**src/rtl/desa_pkg.sv**
```systemverilog
// Shared types and constants for the double-ended stack allocator.
// Used by desa_cell and double_ended_stack_allocator_top; depends on nothing.
package desa_pkg;

    // Parameter defaults
    localparam int MARKS_PER_SIDE_DEF = 32;
    localparam int ADDR_BITS_DEF      = 28;

    // Field widths
    localparam int CMD_W  = 2;
    localparam int ID_W   = 8;
    localparam int TOP_W  = 29;
    localparam int MASK_W = 28;
    localparam int STAT_W = 3;

    // Reset value of the region size register
    localparam logic [TOP_W-1:0] MEM_SIZE_RST = TOP_W'(32'h1000_0000);

    // Command codes
    localparam logic [CMD_W-1:0] CMD_INIT  = 2'd0;
    localparam logic [CMD_W-1:0] CMD_PUSH  = 2'd1;
    localparam logic [CMD_W-1:0] CMD_ALLOC = 2'd2;
    localparam logic [CMD_W-1:0] CMD_FREE  = 2'd3;

    // Status codes
    localparam logic [STAT_W-1:0] ST_OK       = 3'd0;
    localparam logic [STAT_W-1:0] ST_OOM      = 3'd1;
    localparam logic [STAT_W-1:0] ST_NOT_LAST = 3'd2;
    localparam logic [STAT_W-1:0] ST_NOTFOUND = 3'd3;
    localparam logic [STAT_W-1:0] ST_FULL     = 3'd4;

    // Control broadcast from the sequencer to every mark cell
    typedef struct packed {
        logic             tok_load;   // put the search token on the first cell
        logic             tok_up;     // token moves to the next higher cell
        logic             tok_down;   // token moves to the next lower cell
        logic             clr;        // clear the name under the token
        logic             push;       // write a new mark
        logic             push_side;  // side that receives the mark
        logic [ID_W-1:0]  id;         // name to write or to look for
        logic [TOP_W-1:0] pos;        // position to record on push
    } t_cell_ctl;

endpackage

```
**src/rtl/desa_cell.sv**
```systemverilog
// One mark cell: holds a mark name and position plus the walking token bit.
// Depends on desa_pkg; instantiated in a row by double_ended_stack_allocator_top.
module desa_cell #(
    parameter int MARKS_PER_SIDE = desa_pkg::MARKS_PER_SIDE_DEF,
    parameter int G              = 0
) (
    input  logic                              i_clk,
    input  logic                              i_rst_n,
    input  desa_pkg::t_cell_ctl               i_ctl,
    input  logic [$clog2(MARKS_PER_SIDE+1)-1:0] i_count,
    input  logic                              i_tok_below,
    input  logic                              i_tok_above,
    output logic                              o_tok,
    output logic                              o_hit,
    output logic                              o_last,
    output logic                              o_name_nz,
    output logic [desa_pkg::TOP_W-1:0]        o_pos
);
    localparam int CNTW = $clog2(MARKS_PER_SIDE + 1);
    localparam logic SIDE = (G >= MARKS_PER_SIDE);
    localparam logic [CNTW-1:0] IDX  = CNTW'(G % MARKS_PER_SIDE);
    localparam logic [CNTW-1:0] IDX1 = CNTW'(G % MARKS_PER_SIDE + 1);

    logic                         r_tok;
    logic [desa_pkg::ID_W-1:0]    r_name;
    logic [desa_pkg::TOP_W-1:0]   r_pos;

    // token loads onto cell 0 or walks to a neighbor
    always_ff @(posedge i_clk) begin
        if (!i_rst_n) begin
            r_tok <= 1'b0;
        end else if (i_ctl.tok_load) begin
            r_tok <= (G == 0);
        end else if (i_ctl.tok_up) begin
            r_tok <= i_tok_below;
        end else if (i_ctl.tok_down) begin
            r_tok <= i_tok_above;
        end
    end

    // mark contents: push writes the slot at the side's count, clr empties the name under the token
    always_ff @(posedge i_clk) begin
        if (i_ctl.push && i_ctl.push_side == SIDE && i_count == IDX) begin
            r_name <= i_ctl.id;
            r_pos  <= i_ctl.pos;
        end else if (i_ctl.clr && r_tok) begin
            r_name <= '0;
        end
    end

    assign o_tok     = r_tok;
    assign o_hit     = r_tok && (IDX < i_count) && (r_name == i_ctl.id);
    assign o_last    = r_tok && (IDX1 == i_count);
    assign o_name_nz = r_tok && (r_name != '0);
    assign o_pos     = r_tok ? r_pos : '0;

endmodule

```
**src/rtl/double_ended_stack_allocator_top.sv**
```systemverilog
// Double-ended stack allocator: low side bumps up from 0, high side down from the size.
// Marks live in a row of desa_cell instances (low side cells first, then high side).
// Sequence: init and push pass through the EXEC and DONE states, allocate through EXEC,
// ALC2, ALC3 and DONE, and a free walks a token up through the mark cells one cell per
// cycle to search, then back down over the freed marks that it pops.
// One command is in flight at a time; a finished result waits in the output register
// while the next command is taken. The region size register applies at the next init.
module double_ended_stack_allocator_top #(
    parameter int MARKS_PER_SIDE = desa_pkg::MARKS_PER_SIDE_DEF,
    parameter int ADDR_BITS      = desa_pkg::ADDR_BITS_DEF
) (
    input  logic        i_clk,
    input  logic        i_rst_n,
    input  logic        i_s_axis_tvalid,
    output logic        o_s_axis_tready,
    input  logic [71:0] i_s_axis_tdata,   // mark_id[7:0], alloc_size[36:8], align_mask[64:37]
    input  logic [2:0]  i_s_axis_tuser,   // cmd[1:0], side[2]
    output logic        o_m_axis_tvalid,
    input  logic        i_m_axis_tready,
    output logic [63:0] o_m_axis_tdata,   // address[28:0], shortfall[57:29]
    output logic [2:0]  o_m_axis_tuser,   // status[2:0]
    input  logic        i_cfg_wr_en,
    input  logic [28:0] i_cfg_wr_data     // memory_size
);
    localparam int TW   = desa_pkg::TOP_W;
    localparam int CNTW = $clog2(MARKS_PER_SIDE + 1);
    localparam int NC   = 2 * MARKS_PER_SIDE;
    localparam int CW   = (ADDR_BITS + 2 > 33) ? ADDR_BITS + 2 : 33;
    localparam logic [CW-1:0] WIDE = CW'((65'd1 << (ADDR_BITS + 1)) - 65'd1);
    localparam logic [CNTW-1:0] FULL_CNT = CNTW'(MARKS_PER_SIDE);

    localparam logic [2:0] S_IDLE = 3'd0;
    localparam logic [2:0] S_EXEC = 3'd1;
    localparam logic [2:0] S_ALC2 = 3'd2;
    localparam logic [2:0] S_ALC3 = 3'd3;
    localparam logic [2:0] S_SRCH = 3'd4;
    localparam logic [2:0] S_POP  = 3'd5;
    localparam logic [2:0] S_DONE = 3'd6;

    logic [2:0]                     r_state, n_state;
    logic [TW-1:0]                  r_mem_size;
    logic [TW-1:0]                  r_top [2];
    logic [CNTW-1:0]                r_cnt [2];
    logic [desa_pkg::CMD_W-1:0]     r_cmd;
    logic                           r_side;
    logic [desa_pkg::ID_W-1:0]      r_id;
    logic [TW-1:0]                  r_size;
    logic [desa_pkg::MASK_W-1:0]    r_mask;
    logic [CW-1:0]                  r_start, r_end;
    logic                           r_fs;
    logic [TW-1:0]                  r_addr, r_short;
    logic [desa_pkg::STAT_W-1:0]    r_stat;
    logic                           r_ovalid;
    logic [TW-1:0]                  r_oaddr, r_oshort;
    logic [desa_pkg::STAT_W-1:0]    r_ostat;

    desa_pkg::t_cell_ctl ctl;
    logic [NC-1:0]       tok, hit, last, name_nz;
    logic [TW-1:0]       cpos [NC];
    logic [TW-1:0]       tok_pos;
    logic                hit_any, last_any, hit_hi, tname_nz;
    logic [CW-1:0]       mask_n, top0_x, top1_x, size_x, diff;
    logic                accept;

    // mark cell row
    for (genvar g = 0; g < NC; g++) begin : g_cell
        logic tb, ta;
        if (g == 0) begin : g_b0
            assign tb = 1'b0;
        end else begin : g_b1
            assign tb = tok[g-1];
        end
        if (g == NC - 1) begin : g_a0
            assign ta = 1'b0;
        end else begin : g_a1
            assign ta = tok[g+1];
        end
        desa_cell #(
            .MARKS_PER_SIDE(MARKS_PER_SIDE),
            .G             (g)
        ) u_cell (
            .i_clk      (i_clk),
            .i_rst_n    (i_rst_n),
            .i_ctl      (ctl),
            .i_count    (r_cnt[g / MARKS_PER_SIDE]),
            .i_tok_below(tb),
            .i_tok_above(ta),
            .o_tok      (tok[g]),
            .o_hit      (hit[g]),
            .o_last     (last[g]),
            .o_name_nz  (name_nz[g]),
            .o_pos      (cpos[g])
        );
    end

    // gather what the token cell reports
    always_comb begin
        tok_pos = '0;
        for (int k = 0; k < NC; k++) begin
            tok_pos = tok_pos | cpos[k];
        end
        hit_any  = |hit;
        last_any = |last;
        hit_hi   = |hit[NC-1:MARKS_PER_SIDE];
        tname_nz = |name_nz;
    end

    // allocate arithmetic operands
    assign mask_n = {{(CW - desa_pkg::MASK_W){1'b1}}, ~r_mask};
    assign top0_x = {{(CW - TW){1'b0}}, r_top[0]};
    assign top1_x = {{(CW - TW){1'b0}}, r_top[1]};
    assign size_x = {{(CW - TW){1'b0}}, r_size};
    assign diff   = r_side ? (top0_x - r_end) : (r_end - top1_x);

    assign accept          = i_s_axis_tvalid && o_s_axis_tready;
    assign o_s_axis_tready = (r_state == S_IDLE);

    // sequencer next state and cell control
    always_comb begin
        n_state       = r_state;
        ctl           = '0;
        ctl.id        = r_id;
        ctl.push_side = r_side;
        ctl.pos       = r_top[r_side];
        unique case (r_state)
            S_IDLE: if (accept) n_state = S_EXEC;
            S_EXEC: begin
                case (r_cmd)
                    desa_pkg::CMD_ALLOC: n_state = S_ALC2;
                    desa_pkg::CMD_FREE: begin
                        if (r_id == '0) begin
                            n_state = S_DONE;
                        end else begin
                            ctl.tok_load = 1'b1;
                            n_state      = S_SRCH;
                        end
                    end
                    desa_pkg::CMD_PUSH: begin
                        ctl.push = (r_cnt[r_side] < FULL_CNT);
                        n_state  = S_DONE;
                    end
                    default: n_state = S_DONE;
                endcase
            end
            S_ALC2: n_state = S_ALC3;
            S_ALC3: n_state = S_DONE;
            S_SRCH: begin
                if (hit_any) begin
                    ctl.clr = 1'b1;
                    n_state = last_any ? S_POP : S_DONE;
                end else if (tok[NC-1]) begin
                    n_state = S_DONE;
                end else begin
                    ctl.tok_up = 1'b1;
                end
            end
            S_POP: begin
                if (r_cnt[r_fs] == '0 || tname_nz) begin
                    n_state = S_DONE;
                end else begin
                    ctl.tok_down = 1'b1;
                end
            end
            S_DONE: if (!r_ovalid || i_m_axis_tready) n_state = S_IDLE;
            default: n_state = S_IDLE;
        endcase
    end

    // control state, tops and counts
    always_ff @(posedge i_clk) begin
        if (!i_rst_n) begin
            r_state    <= S_IDLE;
            r_mem_size <= desa_pkg::MEM_SIZE_RST;
            r_top[0]   <= '0;
            r_top[1]   <= desa_pkg::MEM_SIZE_RST & WIDE[TW-1:0];
            r_cnt[0]   <= '0;
            r_cnt[1]   <= '0;
            r_ovalid   <= 1'b0;
        end else begin
            r_state <= n_state;
            if (i_cfg_wr_en) r_mem_size <= i_cfg_wr_data;
            if (r_state == S_EXEC && r_cmd == desa_pkg::CMD_INIT) begin
                r_top[0] <= '0;
                r_top[1] <= r_mem_size & WIDE[TW-1:0];
                r_cnt[0] <= '0;
                r_cnt[1] <= '0;
            end
            if (ctl.push) r_cnt[r_side] <= r_cnt[r_side] + 1'b1;
            if (r_state == S_ALC3 && !(!diff[CW-1] && diff != '0)) begin
                r_top[r_side] <= r_side ? r_end[TW-1:0] : r_end[TW-1:0];
            end
            if (ctl.tok_down) begin
                r_top[r_fs] <= tok_pos;
                r_cnt[r_fs] <= r_cnt[r_fs] - 1'b1;
            end
            // output word register
            if (r_state == S_DONE && (!r_ovalid || i_m_axis_tready)) begin
                r_ovalid <= 1'b1;
            end else if (i_m_axis_tready) begin
                r_ovalid <= 1'b0;
            end
        end
    end

    // command capture, allocate datapath and result
    always_ff @(posedge i_clk) begin
        if (accept) begin
            r_cmd  <= i_s_axis_tuser[1:0];
            r_side <= i_s_axis_tuser[2];
            r_id   <= i_s_axis_tdata[7:0];
            r_size <= i_s_axis_tdata[36:8];
            r_mask <= i_s_axis_tdata[64:37];
        end
        unique case (r_state)
            S_EXEC: begin
                r_addr  <= '0;
                r_short <= '0;
                r_stat  <= desa_pkg::ST_OK;
                r_start <= r_side ? ((top1_x - size_x) & mask_n)
                                  : ((top0_x + {{(CW - desa_pkg::MASK_W){1'b0}}, r_mask})
                                     & mask_n);
                if (r_cmd == desa_pkg::CMD_PUSH && r_cnt[r_side] >= FULL_CNT) begin
                    r_stat <= desa_pkg::ST_FULL;
                end
                if (r_cmd == desa_pkg::CMD_FREE && r_id == '0) begin
                    r_stat <= desa_pkg::ST_NOTFOUND;
                end
            end
            S_ALC2: r_end <= r_side ? r_start : (r_start + size_x);
            S_ALC3: begin
                if (!diff[CW-1] && diff != '0) begin
                    r_stat  <= desa_pkg::ST_OOM;
                    r_short <= (diff > WIDE) ? WIDE[TW-1:0] : diff[TW-1:0];
                end else begin
                    r_addr <= r_start[TW-1:0];
                end
            end
            S_SRCH: begin
                r_fs <= hit_hi;
                if (hit_any) begin
                    if (!last_any) r_stat <= desa_pkg::ST_NOT_LAST;
                end else if (tok[NC-1]) begin
                    r_stat <= desa_pkg::ST_NOTFOUND;
                end
            end
            default: ;
        endcase
        if (r_state == S_DONE && (!r_ovalid || i_m_axis_tready)) begin
            r_oaddr  <= r_addr;
            r_oshort <= r_short;
            r_ostat  <= r_stat;
        end
    end

    assign o_m_axis_tvalid = r_ovalid;
    assign o_m_axis_tdata  = {6'd0, r_oshort, r_oaddr};
    assign o_m_axis_tuser  = r_ostat;

endmodule

```
**config.mk**
```make
export PLATFORM = sky130hd
export DESIGN_NAME = double_ended_stack_allocator_top
export DESIGN_NICKNAME = d
export VERILOG_FILES = /design/src/rtl/desa_pkg.sv /design/src/rtl/desa_cell.sv /design/src/rtl/double_ended_stack_allocator_top.sv
export SDC_FILE = /design/constraint.sdc
export NUM_CORES = 2
export LEC_CHECK = 0
export BUFFER_PORTS_ARGS = -buffer_cell sky130_fd_sc_hd__buf_2
export CAP_MARGIN = 20
export CORE_ASPECT_RATIO = 1.75
export CORE_MARGIN = 3
export CORE_UTILIZATION = 60
export DETAILED_ROUTE_END_ITERATION = 8
export PLACE_DENSITY = 0.76
export SLEW_MARGIN = 20
export SYNTH_ARGS = -nofsm -noshare
export SYNTH_HDL_FRONTEND = slang
export SYNTH_HIERARCHICAL = 1
export SYNTH_SLANG_ARGS = --single-unit
```
**constraint.sdc**
```tcl
create_clock -name i_clk -period 17.7 [get_ports i_clk]
set_input_delay 2.655 -clock i_clk [delete_from_list [all_inputs] [get_ports i_clk]]
set_output_delay 2.655 -clock i_clk [all_outputs]
set_load 0.1 [all_outputs]
```
Word-level counts from Yosys, hierarchy flattened:

Memories as Yosys holds them, arrays and structs flattened. A register that Yosys moved wholly into a read port is not among the register bits.
Cells that the tools add are included.
Widths: inputs -> output; s select.

* register bits: 2722
* latch bits: 0
* memory bits (writable): 70
* bits in read-only memories: 0
* output and inout port bits: 69
* word-level logic and storage cells: 1505
* memories: 2

Memory list
* r_top: words 2, bits a word 29, read ports 3, clocked after memory_dff 1, wr ports 2, line double_ended_stack_allocator_top.sv:42 `logic [TW-1:0] r_top [2];`
* r_cnt: words 2, bits a word 6, read ports 4, clocked after memory_dff 2, wr ports 2, line double_ended_stack_allocator_top.sv:43 `logic [CNTW-1:0] r_cnt [2];`

* $add $sub $neg: 7
* multipliers: 0
* divide/modulo/power cells: 0
* $lt $le $gt $ge: 67
* equal/unequal tests: 206
* shift-type cells: 0
* multiplexer cells: 391
* bitwise gates (word level): 72
* reduce and logical (&&, ||, !) cells: 551

Operators by type and width (count)
* $mux 29: 71
* $or 29x29->29: 63
* $mux 8: 128
* $eq 8x8->1: 64
* $reduce_bool 8->1: 64
* $logic_and 1x1->1: 393
* $eq 5x6->1 const A: 32
* $eq 6x5->1 const B: 32
* $lt 5x6->1 const A: 32
* $reduce_or 64->1: 3
* $mux 1: 167
* $reduce_bool 2->1: 67
* $pmux 29 s2: 2
* $mux 33: 3
* $eq 4x6->1 const A: 16
* $eq 6x4->1 const B: 16
* $lt 4x6->1 const A: 16
* $reduce_or 29->1: 2
* $eq 3x6->1 const A: 8
* $eq 6x3->1 const B: 8
* $lt 3x6->1 const A: 8
* $add 33x29->33: 1
* $and 30x33->33: 1
* $and 33x33->33: 1
* other kinds (47): 96

Depth between registers and ports, before layout:

* depth in word-level cells: 65
* mapped depth: 17
* mapped depth without buffers: 16

Least setup slack after synthesis:

No wires, ideal clock.

* path kind: reg-to-reg
* from: register r_id[5] (netlist name)
* to: register r_stat[0] (netlist name) (enable)
* arrival: 10.612 ns
* slack: 6.460 ns
* cell stages (with the launch flop): 10
* buffers on the path: 0
* clock period less this slack: 11.240 ns
* path through: edfxtp_1 -> xnor2_1 -> nand4_1 -> nor4_2 -> nor4_1 -> nand4_1 -> or2_2 -> nor3_1 -> nor3b_1 -> a311oi_1

* word-level cells in the longest chain between the ends: 5
* elaborated cells on any way between the ends: 132
* those cells by class: eq/ne (66); reduce/logical (66)

RTL lines
* from (decl): line double_ended_stack_allocator_top.sv:46 `logic [desa_pkg::ID_W-1:0] r_id;`
* from (signal assigned): line double_ended_stack_allocator_top.sv:210 `r_id <= i_s_axis_tdata[7:0];`
* $eq 8x8->1 (*): line desa_cell.sv:52 `assign o_hit = r_tok && (IDX < i_count) && (r_name == i_ctl.id);`
* $logic_and 1x1->1 (*): line desa_cell.sv:52
* named net hit[56]: line double_ended_stack_allocator_top.sv:58 `logic [NC-1:0] tok, hit, last, name_nz;`
* $reduce_or 64->1 (*): line double_ended_stack_allocator_top.sv:102 `hit_any = |hit;`
* $ne 3x3->1 (no line) or $ne 3x2->1 (tied branches)
* $reduce_and 4->1 (no line) (*)
* to (signal assigned): line double_ended_stack_allocator_top.sv:218 `r_stat <= desa_pkg::ST_OK;`
* to (signal assigned): line double_ended_stack_allocator_top.sv:223 `r_stat <= desa_pkg::ST_FULL;`
* to (signal assigned): line double_ended_stack_allocator_top.sv:226 `r_stat <= desa_pkg::ST_NOTFOUND;`
* to (decl): line double_ended_stack_allocator_top.sv:52 `logic [desa_pkg::STAT_W-1:0] r_stat;`

The timed path passes the listed nets; every way through them passes the cells marked *.
A chain may end at the register's enable or synchronous reset.

==> flow_metrics.env <==
export IMPL_holdPathEnd="r_oaddr[4]"
export IMPL_syn2layout_area_growth_pct=10.1
export IMPL_holdPathStages=0
export IMPL_slew_violations=0
export IMPL_root_buffer="clkbuf_16"
export IMPL_vias=83700
export IMPL_grt_antenna_before_repair=40
export IMPL_hp_class="reg -> reg"
export IMPL_yosysTopAreaCell="edfxtp_1"
export IMPL_ys_seq_area_frac=0.649
export IMPL_clk_path_buf_depth=4
export IMPL_relSlewSlack=0.171
export IMPL_hp_start="r_addr[4]"
export IMPL_finalHoldViolCount=0
export IMPL_drive_gt1_frac=0.104
export IMPL_setup_viol=0
export IMPL_drc=0
export IMPL_final_core_util=0.666
export IMPL_clock_skew_ns=0.0531
export IMPL_place_ws_ns=10.87
export IMPL_post_route_min_period_ns=7.05
export IMPL_synth_edff_count=2693
export IMPL_critPathMaxFanout=48
export IMPL_dp_hpwl_um=238000
export IMPL_ys_dominant_reg_cell="edfxtp_1"
export IMPL_grt_met3_usage=0.0585
export IMPL_rr_worst_depth=18
export IMPL_rows=223
export IMPL_synth_seq_cells=2792
export IMPL_htree_levels=4
export IMPL_drt_pass1_iterations=6
export IMPL_grt_pass1_wl_um=550000
export IMPL_crit_path_end_kind="flop"
export IMPL_period_share=0.398
export IMPL_synth_top_cells_by_area="edfxtp_1, and2_1, nor4_1"
export IMPL_initial_core_util=0.605
export IMPL_portBuffers=164
export IMPL_syn_area_um2=128000
export IMPL_wl_per_cell_um=29.6
export IMPL_setup_tns_ns=0
export IMPL_crit_type="reg -> reg"
export IMPL_grt_util_met2=0.603
export IMPL_drt_iter0_drc=8774
export IMPL_grt_use_met1=0.370
export IMPL_timing_rr_start="r_end[0]"
export IMPL_clk_latency_ns=0.92
export IMPL_cp_start_kind="flop"
export IMPL_dpl_cell_area_um2=133000
export IMPL_synth_top_cell_area_share=0.633
export IMPL_cts_hold_buf=0
export IMPL_nNetsFinal=10200
export IMPL_cellPowerDensity_nw_per_um2=117
export IMPL_syn_avg_cell_area_um2=13.4
export IMPL_outcome="finished clean"
export IMPL_worstPathRequired_ns=18.21
export IMPL_grt_usage=0.346
export IMPL_async_flop_share=0
export IMPL_die_area_um2=219000
export IMPL_max_freq_ghz=0.142
export IMPL_viasPerCell=6.46
export IMPL_ios=178
export IMPL_layout_setup_ws_ns=10.65
export IMPL_numCtsBuffers=238
export IMPL_cts_sinks=2792
export IMPL_coreArea_um2=211000
export IMPL_maxCapViolCount=0
export IMPL_reg2reg_to="r_top[1][24]"
export IMPL_p_leak_nw=48.0
export IMPL_design_area_um2=141000
export IMPL_post_cts_buffers=0
export IMPL_worst_pin_slew_ns=1.23
export IMPL_cp_arrival_ns=7.56
export IMPL_grt_ovfl_total=0
export IMPL_ys_warn_count=6
export IMPL_grt_pass1_vias=84900
export IMPL_syn_inst=9562
export IMPL_grt_max_degree=123
export IMPL_drt_total_wl_um=383000
export IMPL_busiest_layer="met2"
export IMPL_cts_repair_resize_count=0
export IMPL_ir_worst_vdd_mv=0.104
export IMPL_cts_clk_slew_worst_paths_ns=0.07
export IMPL_ant_nets=0
export IMPL_die_x_um=355
export IMPL_cts_tree="yes"
export IMPL_reg2reg_slack_ns=10.65
export IMPL_ys_types=108
export IMPL_gp_congestion=0.941
export IMPL_dieHeight_um=616
export IMPL_rsz0062_at_grt="no"
-- flip-flops by register name, indices dropped and copies added, names as in the netlist, 2 cells and up, named ones only --
name / flops
g_cell.u_cell/r_pos: 1856
g_cell.u_cell/r_name: 512
g_cell.u_cell/o_tok: 64
r_top: 58
r_end: 33
r_start: 31
r_addr: 29
r_mem_size: 29
r_oaddr: 29
r_oshort: 29
r_short: 29
r_size: 29
r_mask: 28
r_cnt: 12
r_id: 8
o_m_axis_tuser: 3
r_stat: 3
r_state: 3
r_cmd: 2
-- Yosys cell counts (62+ instances only) --
cell / count
nor3_1: 91
a21o_1: 83
xnor2_1: 504
mux2i_1: 109
clkbuf_1: 255
a21boi_0: 70
nor2_1: 164
and3b_1: 62
a21oi_1: 196
ha_1: 147
inv_1: 134
nand3_1: 87
xor2_1: 125
nand2_1: 425
dfxtp_1: 99
edfxtp_1: 2693
nor4_1: 748
o21ai_0: 195
nand4_1: 211
and2_1: 2367
-- worst max-delay path by stage --
stage,cells past startpoint,startpoint,slack [ns],end
6_report,18,r_end[0],10.65,r_top[1][24]
3_3_place_gp,13,r_id[5],10.91,g_cell[0].u_cell/o_tok
2_1_floorplan,9,r_id[5],6.46,r_stat[0]
5_1_grt,13,r_id[5],10.54,g_cell[0].u_cell/o_tok
4_1_cts,18,r_end[0],10.82,r_top[1][24]
3_5_place_dp,18,r_end[0],10.87,r_top[1][26]
-- kinds of logic (layout without fill, tap and decap cells) --
group | count (synthesis) | in the layout | share of synthesized area
and+or+nand+nor | 4554 | 4554 | 0.224
DFF | 2792 | 2792 | 0.649
AOI/OAI and AO/OA | 867 | 867 | 0.0439
xor gates and xnor gates | 629 | 629 | 0.0431
buffers and inverters | 423 | 971 | 0.0133
adders and majority gates | 152 | 152 | 0.0152
muxes | 144 | 144 | 0.0116
other | 1 | 32 | 0.0000294
-- report_power, final --
part / switching (mW) / internal (mW)
logic: 2.32 / 0.912
registers: 0.137 / 7.87
clock network: 2.37 / 2.84
-- cells in the final DEF (no fill, tap or decap), drive strengths merged, types with 109 or more instances in the layout --
cell,instances
a21o,123
a21oi,196
and2,2377
buf,403
clkbuf,284
edfxtp,2693
ha,147
inv,140
mux2i,109
nand2,426
nand4,215
nor2,178
nor3,112
nor4,782
o21ai,232
xnor2,504
xor2,125
-- worst max-delay path, cell delays in order (launching register included) --
cell and delay, ns:
edfxtp_1 0.41, inv_1 0.06, ha_1 0.21, inv_1 0.07, fa_1 0.26, a211oi_2 0.14, o211ai_1 0.37, nand3b_1 0.37
a211oi_1 0.65, o21ai_1 0.31, mux2i_1 0.19, nor4b_1 0.93, and4_1 0.33, nand4_1 0.10, or4_4 0.63, o311a_4 0.50
buf_4 0.36, o21ai_2 0.21, buf_4 0.47
-- metal layers --
layer	vias to the layer above	share of wire
li1	36100	-
met3	1378	0.081
met4	22	0.092
met2	4480	0.50
met1	41700	0.32
met5	-	0.00040
-- through the flow --
step                hold slack, ns  cells  power [mW]
finish                       0.417  13000        16.5
global route                 0.426  12900        16.9
CTS                          0.420  12900        16.4
detailed placement           0.405  12500        11.3
global placement             0.401  12500        11.2
floorplan                    0.400   9569        10.1
-- final cells by class --
cell class              count  area [µm²]
diodes                     24        60.1
clock buffers             284        6270
inverters                 135         509
multi-input cells        6354       43300
repair buffers            403        2700
well taps                2812        3520
flip-flops and latches   2792       82900
clock inverters           149        1370
fillers                 14800       70600
No activity file was read; power rests on OpenSTA's default activity.
